### src/sv/lfu_ram.sv
// Generic single-port-write, single-read RAM with registered read data.
module lfu_ram #(
  parameter int Width = 8,
  parameter int Depth = 16
) (
  input  logic                     clk,
  input  logic                     we,
  input  logic [$clog2(Depth)-1:0] waddr,
  input  logic [Width-1:0]         wdata,
  input  logic [$clog2(Depth)-1:0] raddr,
  output logic [Width-1:0]         rdata
);
  logic [Width-1:0] mem [Depth];

  always_ff @(posedge clk) begin
    if (we) begin
      mem[waddr] <= wdata;
    end
    rdata <= mem[raddr];
  end
endmodule
### config.mk
export PLATFORM = sky130hd
export DESIGN_NAME = lfu_ram
export DESIGN_NICKNAME = d
export VERILOG_FILES = /design/src/sv/lfu_ram.sv
export SDC_FILE = /design/constraint.sdc
export NUM_CORES = 1
export LEC_CHECK = 0
export ABC_AREA = 1
export BUFFER_PORTS_ARGS = -buffer_cell sky130_fd_sc_hd__buf_2
export CORE_UTILIZATION = 61
export CTS_CLUSTER_SIZE = 16
export DETAILED_ROUTE_END_ITERATION = 8
export PLACE_DENSITY = 0.79
export SLEW_MARGIN = 20
export SYNTH_ARGS = -nofsm -noshare
export SYNTH_HDL_FRONTEND = slang
export SYNTH_SLANG_ARGS = --single-unit
### constraint.sdc
create_clock -name clk -period 1.2 [get_ports clk]
set_input_delay 0.18 -clock clk [delete_from_list [all_inputs] [get_ports clk]]
set_output_delay 0.18 -clock clk [all_outputs]
set_load 0.01 [all_outputs]
==> Yosys cells after proc, flatten, opt, wreduce, memory -nomap -nowiden <==
Memories as Yosys holds them, arrays and structs flattened. A register that Yosys moved wholly into a read port is not among the register bits.
Index checks and enable logic that the tools add are counted.
{ "word_totals": {"ram_bits": 128, "output_inout_bits": 8, "inputBits": 18, "n_memories": 1, "regBits": 0} }
{ "mem_list": {"columns": ["memory", "depth", "word_bits", "rd", "rd_clocked_by_memory_dff", "write_ports", "line_no", "source"], "rows": [
  ["mem", 16, 8, 1, 1, 1, "13", "logic [Width-1:0] mem [Depth];"]
]} }
{ "op_classes": {"n_mux": 2} }
{ "ops": {"columns": ["op", "n"], "rows": [
  ["2-to-1 mux 1 bit", 2]
]} }

==> Longest topological paths before layout <==
Gate-level depths: netlist of run 1.
{ "depth": {"depth_word": 2, "ltp_mapped": 8} }

==> Worst setup path after synthesis of run 1 <==
Ideal clock, no wire load.
{ "synth_path": {"path_type": "input to register", "start": "input waddr[3]", "end": "memory mem[4][0] (enable)", "arrival_ns": 0.761, "slack_ns": 0.069, "cell_stages": 2, "n_path_buf": 0, "cell_sequence": "nand3b_1 -> nor2_1"} }
{ "synth_lines": {"columns": ["element", "line_no", "source"], "rows": [
  ["start, declared", "8", "input logic [$clog2(Depth)-1:0] waddr,"],
  ["end, declared", "13", null]
]} }
No word-level cell before the write port.

==> Final worst setup path of run 1 <==
{ "layout_path": {"start": "register rdata[5], read port of mem", "end": "output rdata[5]"} }
{ "layout_lines": {"columns": ["element", "line_no", "source"], "rows": [
  ["start, declared", "11", "output logic [Width-1:0] rdata"]
]} }
No word-level cell between the ends.

==> qor.csv, run 1 <==
metric,value,unit
die_h,99.2,um
p_leak,2.96,nW
area_growth,16.9,%
period_needed,1.15,ns
coreArea,0.00920,sq mm
row_count,35,
wl_per_cell,18.6,um
clk_pin_slew,0.06,ns
cap_violations,0,
ys_warn_count,0,
synth_cell_types,12,
postSynthCellCount,551,
skew,0.00570,ns
dpl_cell_area,0.00613,sq mm
setup_viol,0,
final_cell_mix,"173 x nand2_1, 128 x edfxtp_1, 100 x inv_1",
path_class,flip-flop to output pin,
yosysSeqAreaShare,0.694,
layout.nets,614,
htreeDepth,4,
ys_ff_latch,136,
crit_cells,1,
synth_fp_nets,569,
grt_max_degree,65,
outcome,"complete, no violations",
critPathRequiredTime,1.02,ns
cpMaxStageDelayCell,dfxtp_1,
root_buffer,clkbuf_8,
diodes,0,
antenna_found_initial,0,
end_kind,output pin,
grt_util_all_layers,0.296,
die_w,99.2,um
wl,13400,um
power,11.2,mW
grt_first_pass_wirelength,20700,um
overflow,0,
max-vdd-ir-drop,1.31,mV
fin_area,0.00674,sq mm
setup_tns,0,ns
clk-insertion-delay-late,0.52,ns
worst_slew_pin_slew,0.415,ns
relSlewSlack,0.723,
hold_path_class,primary input to flip-flop,
grt_pass1_vias,3946,
grt_setup_unrepaired,false,
io_pins,26,
cp.arrival,0.97,ns
portBuffers,25,
dp_hpwl,7700,um
vias,4054,
crit_buf_inv,1,
cp-start-kind,flip-flop,
power_density,1660,mW/mm^2
viasPerCell,5.63,
reg2reg_depth,6,
place_congestion,0.829,
drt-initial-drc-count,432,
max-clock-path-buffers,2,
finalCritPeriodShare,0.956,
path_delay_family,flip-flops,
layout_commonest_cell,nand2_1,
initial_core_util,0.627,
syn-cell-area,0.00577,sq mm
drc,0,
dieArea,0.00985,sq mm
avgSynthCellArea,10.5,sq um
hold_depth,1,
drt_first_pass_iters,8,
cts_tree,built,
finalHoldViolCount,0,
cts_buffers,17,
drive_gt1_frac,0.135,
max_freq,872,MHz
fin_util,0.733,
drv_slew,0,
slowest_delay,0.32,ns
path_cells,buf_2,
cts.sinks,136,
path_max_fanout,1,
ant_nets,0,
[worst paths after layout]
| path | startpoint | slack [ns] | end |
|---|---|---|---|
| setup / recovery | rdata[5] | 0.05 | rdata[5] |
| hold / removal | wdata[0] | 0.08 | mem[2][0] |
| setup reg to reg | mem[7][4] | 0.14 | rdata[4] |
| hold reg to reg | mem[12][1] | 0.67 | rdata[1] |
[synth_stat cells]
| cell type | count | area (sq um) |
|---|---|---|
| buf_1 | 1 | 3.75 |
| buf_2 | 13 | 65.1 |
| buf_4 | 4 | 30.0 |
| buf_6 | 6 | 67.6 |
| dfxtp_1 | 8 | 160 |
| edfxtp_1 | 128 | 3840 |
| inv_1 | 100 | 375 |
| inv_2 | 2 | 7.51 |
| nand2_1 | 173 | 649 |
| nand3_1 | 97 | 485 |
| nand3b_1 | 2 | 15.0 |
| nor2_1 | 17 | 63.8 |
[final cells by class]
cell class                      instances  area [sq um]
Fill cell                             557          2450
Timing Repair Buffer                   50           409
Sequential cell                       136          4010
Clock buffer                           18           418
Clock inverter                         14           174
Multi-Input combinational cell        289          1210
Inverter                              102           383
Tap cell                              111           139
[registers in the layout, indices dropped and copies added, names as in the netlist]
| signal | cells |
|---|---|
| mem | 128 |
| rdata | 8 |
[metrics by stage]
stage / instances / setup WS (ns) / hold slack [ns]
2_1_floorplan: 551 / 0.0692 / 0.279
3_3_place_gp: 687 / -0.0338 / 0.553
3_5_place_dp: 687 / -0.0752 / 0.554
4_1_cts: 719 / 0.00859 / 0.0106
5_1_grt: 720 / 0.00293 / 0.0599
6_report: 720 / 0.0531 / 0.0770
[routing by layer]
| layer | GRT usage | vias up | routed length (um) | share of wire |
|---|---|---|---|---|
| met3 | 0.0682 | 40 | 1450 | 0.11 |
| met4 | 0.155 | 0 | 564 | 0.042 |
| li1 | - | 1864 | - | - |
| met1 | 0.389 | 1851 | 4980 | 0.37 |
| met2 | 0.464 | 299 | 6380 | 0.48 |
| met5 | 0 | - | 0 | 0 |
[repair_timing]
action                     CTS  global route
hold buffers                 0             1
setup endpoints to repair    1             1
gates resized for setup      1             1
setup buffers                0             0
pin swaps                    0             0
hold endpoints to repair     0             1
[cells by family (layout without fill, tap and decap cells)]
family                 after synthesis  in the layout  share of synthesized area
buffers and inverters              126            184                     0.0952
DFF                                136            136                      0.694
and+or+nand+nor                    289            289                      0.210
[report_power, final]
group / internal, mW / switching, mW
combinational: 0.230 / 0.488
sequential: 5.31 / 0.0316
clock: 3.18 / 1.97
Note: power is estimated with default switching activity, not from simulation.
==> inputs of run 2 (changes only) <==
--- a/config.mk
+++ b/config.mk
@@ -7,6 +7,7 @@
 export LEC_CHECK = 0
 export ABC_AREA = 1
 export BUFFER_PORTS_ARGS = -buffer_cell sky130_fd_sc_hd__buf_2
+export CORE_ASPECT_RATIO = 0.9
 export CORE_UTILIZATION = 61
 export CTS_CLUSTER_SIZE = 16
 export DETAILED_ROUTE_END_ITERATION = 8
==> qor.csv, run 2 (same netlist as run 1, synthesis figures left out) <==
metric,value,unit
clkPwrFrac,0.454,
dp_hpwl,7980,um
max_freq,838,MHz
cts.sinks,136,
worst_slew_pin_slew,0.381,ns
r2r_start,mem[9][2],
seqPwrFrac,0.481,
hold_depth,1,
hold_path_class,primary input to flip-flop,
critPathCapture,rdata[2],
area_growth,17.7,%
grt_pass1_vias,3885,
reg2reg_depth,6,
relSlewSlack,0.746,
p_sw_frac,0.228,
critPathRequiredTime,1.02,ns
hold_buffers,0,
crit_cells,1,
row_count,33,
post_cts_buffers,0,
worstReg2RegEnd,rdata[2],
die_w,104,um
drt_first_pass_iters,5,
path_max_fanout,1,
dieArea,0.00985,sq mm
max-clock-path-buffers,2,
outcome,"complete, no violations",
final_cells,737,
antenna_found_initial,0,
internal-power,8.59,mW
setup_viol,0,
place_congestion,0.867,
p_leak,2.98,nW
reg2reg_slack,0.13,ns
largest-register,mem,
nFillCells,592,
cts_buffers,17,
diodes,0,
fin_ws,0.00634,ns
crit_buf_inv,1,
drt-initial-drc-count,412,
reg_top3,"mem x128, rdata x8",
drive_gt1_frac,0.148,
cp-start-kind,flip-flop,
drc,0,
viasPerCell,5.44,
layout.nets,620,
wl,12800,um
cp.arrival,1.01,ns
grt_util_all_layers,0.289,
end_kind,output pin,
path_cells,buf_6,
power_density,1640,mW/mm^2
cp-startpoint,rdata[2],
final_cell_mix,"173 x nand2_1, 128 x edfxtp_1, 100 x inv_1",
cts_resized,3,
cts_tree,built,
finalHoldViolCount,0,
cpMaxStageDelayCell,dfxtp_4,
skew,0.00971,ns
overflow,0,
cap_violations,0,
layout_commonest_cell,nand2_1,
coreArea,0.00913,sq mm
path_delay_family,flip-flops,
ant_nets,0,
path_class,flip-flop to output pin,
die_h,94.2,um
largest_reg_flops,128,
initial_core_util,0.632,
grt_setup_unrepaired,true,
p_comb_frac,0.065,
io_pins,26,
drv_slew,0,
portBuffers,25,
grt_first_pass_wirelength,20500,um
slowest_delay,0.36,ns
grt_max_degree,33,
min_from,wdata[2],
htreeDepth,4,
max-vdd-ir-drop,1.06,mV
period_needed,1.19,ns
switchingPower,2.53,mW
clk_pin_slew,0.07,ns
dpl.cell_count,705,
root_buffer,clkbuf_8,
vias,4010,
wl_per_cell,17.4,um
preCtsSetupSlack,-0.0782,ns
finalCritPeriodShare,0.995,
clk-insertion-delay-late,0.54,ns
run 2: cell count changes in the layout (fill, tap and decap cells not counted), sizes merged:
cell,change
buf,+7
clkinvlp,+1
clkbuf,+1
clkinv,-2
bufinv,-1
dlygate4sd3,-1
inv,+1
run 2: layout make-up:
cell class / count / area (sq um) / share of cell area
multi-input cells: 289 / 1210 / 0.179
repair buffers: 56 / 452 / 0.0665
inverters: 102 / 383 / 0.0564
clock buffers: 19 / 432 / 0.0636
well taps: 122 / 153 / 0.0225
flip-flops and latches: 136 / 4010 / 0.590
clock inverters: 13 / 148 / 0.0217
run 2: layer usage:
layer	vias to the layer above	track usage	wire (um)	part of all wire
met1	1852	0.391	5220	0.41
met4	0	0.125	335	0.026
met2	253	0.450	6040	0.47
met5	-	0	0	0
met3	34	0.0693	1250	0.097
li1	1871	-	-	-
run 2: worst min-delay path by stage:
| stage | to | slack [ns] |
|---|---|---|
| floorplan | mem[0][0] | 0.28 |
| CTS | rdata[4] | 0.07 |
| finish | mem[13][2] | 0.07 |
| global placement | rdata[7] | 0.58 |
| detailed placement | rdata[3] | 0.58 |
| global route | mem[13][2] | 0.07 |
run 2: power groups by stage:
stage	Clock [mW]	Combinational, mW	Sequential, mW
after floorplan	0	0.375	5.45
after global placement	0	0.681	5.44
after detailed placement	0	0.702	5.44
after CTS	5.07	0.719	5.35
after global routing	5.27	0.793	5.36
final	5.04	0.727	5.35
run 2: stage by stage:
step	hold slack [ns]	util	instance area (sq um)	power, mW	setup TNS [ns]
6_report	0.0679	0.744	6790	11.1	0
5_1_grt	0.0744	0.744	6790	11.4	-0.0153
3_5_place_dp	0.577	0.679	6200	6.15	-0.605
3_3_place_gp	0.579	0.679	6200	6.12	-0.0522
4_1_cts	0.0654	0.744	6790	11.1	0
2_1_floorplan	0.279	-	5770	5.82	0
==> inputs of run 3 (changes only) <==
--- a/config.mk
+++ b/config.mk
@@ -11,6 +11,7 @@
 export CORE_UTILIZATION = 61
 export CTS_CLUSTER_SIZE = 16
 export DETAILED_ROUTE_END_ITERATION = 8
+export MAX_ROUTING_LAYER = met4
 export PLACE_DENSITY = 0.79
 export SLEW_MARGIN = 20
 export SYNTH_ARGS = -nofsm -noshare
==> qor.csv, run 3 (same netlist as run 1, synthesis figures left out) <==
metric,value,unit
cts.sinks,136,
finalCritPeriodShare,0.992,
final_cell_mix,"173 x nand2_1, 128 x edfxtp_1, 100 x inv_1",
finalHoldViolCount,0,
die_h,94.2,um
reg2reg_slack,0.12,ns
dp_hpwl,7980,um
drt-initial-drc-count,410,
area_growth,17.7,%
path_cells,buf_6,
path_class,flip-flop to output pin,
hold_buffers,0,
skew,0.0115,ns
ant_nets,0,
grt_pass1_vias,3892,
slowest_delay,0.36,ns
drv_slew,0,
crit_buf_inv,1,
reg_top3,"mem x128, rdata x8",
io_pins,26,
holdWs,0.0673,ns
place_congestion,0.881,
worst_slew_pin_slew,0.385,ns
hold_depth,1,
worstReg2RegEnd,rdata[5],
relSlewSlack,0.743,
p_leak,2.98,nW
antenna_found_initial,0,
cap_violations,0,
max-vdd-ir-drop,1.07,mV
htreeDepth,4,
wl_per_cell,17.5,um
hold_path_class,primary input to flip-flop,
critPathRequiredTime,1.02,ns
grt_max_degree,33,
wl,12900,um
grt_setup_unrepaired,true,
vias,3996,
largest-register,mem,
diodes,0,
clk_pin_slew,0.07,ns
dpl_cell_area,0.00620,sq mm
end_kind,output pin,
viasPerCell,5.42,
cp.arrival,1.01,ns
r2r_start,mem[8][5],
dpl.cell_count,705,
drt_first_pass_iters,5,
min_from,wdata[2],
cp-start-kind,flip-flop,
row_count,33,
max-clock-path-buffers,2,
path_max_fanout,1,
portBuffers,25,
power,11.1,mW
setup_viol,0,
reg2reg_depth,6,
layout_commonest_cell,nand2_1,
grt_util_all_layers,0.297,
period_needed,1.19,ns
layout.nets,620,
drc,0,
initial_core_util,0.632,
grt_first_pass_wirelength,20500,um
drive_gt1_frac,0.148,
max_freq,840,MHz
power_density,1640,mW/mm^2
dieArea,0.00985,sq mm
cpMaxStageDelayCell,dfxtp_4,
fin_area,0.00679,sq mm
overflow,0,
nFillCells,592,
largest_reg_flops,128,
coreArea,0.00913,sq mm
final_cells,737,
cts_buffers,17,
worstHoldEndpoint,mem[13][2],
clk-insertion-delay-late,0.54,ns
die_w,104,um
root_buffer,clkbuf_8,
path_delay_family,flip-flops,
outcome,"complete, no violations",
cts_tree,built,
run 3: cell counts in the layout (fill, tap and decap cells not counted):
No cell type changed its count.
run 3: worst max-delay path by stage:
stage	from	to	depth (start not counted)	slack, ns
after detailed placement	raddr[0]	rdata[5]	8	-0.08
after global placement	raddr[0]	rdata[6]	9	-0.03
after floorplan	waddr[3]	mem[4][0]	2	0.07
after global routing	rdata[2]	rdata[2]	1	-0.01
final	rdata[2]	rdata[2]	1	0.01
after CTS	rdata[2]	rdata[2]	1	0.004
run 3: power by group:
group	switching, mW	leakage, nW	internal (mW)
registers	0.0358	1.22	5.31
logic	0.484	1.48	0.243
clock network	2.02	0.271	3.03
run 3: what timing repair did:
action / in CTS / in global routing
gates resized for setup: 3 / 1
endpoints found under the hold margin: 0 / 0
setup buffers: 0 / 0
setup endpoints to repair: 2 / 1
run 3: stage by stage:
step,setup slack [ns],setup TNS [ns],utilization
after global placement,-0.0309,-0.0522,0.679
final,0.0102,0,0.744
after detailed placement,-0.0782,-0.605,0.679
after CTS,0.00423,0,0.744
after global routing,-0.0141,-0.0141,0.744
after floorplan,0.0692,0,-
run 3: area by class of cell:
class                      instances  area [sq um]  area share
clock buffer                      19           432      0.0636
clock inverter                    13           148      0.0217
inverter                         102           383      0.0564
multi-input combinational        289          1210       0.179
sequential                       136          4010       0.590
tap                              122           153      0.0225
timing repair buffer              56           452      0.0665
run 3: layer usage:
layer	wire, um	global-route usage	vias up
met5	0	-	-
met4	331	0.130	0
met3	1440	0.0673	32
met2	6080	0.450	254
met1	5020	0.390	1836
li1	-	-	1874
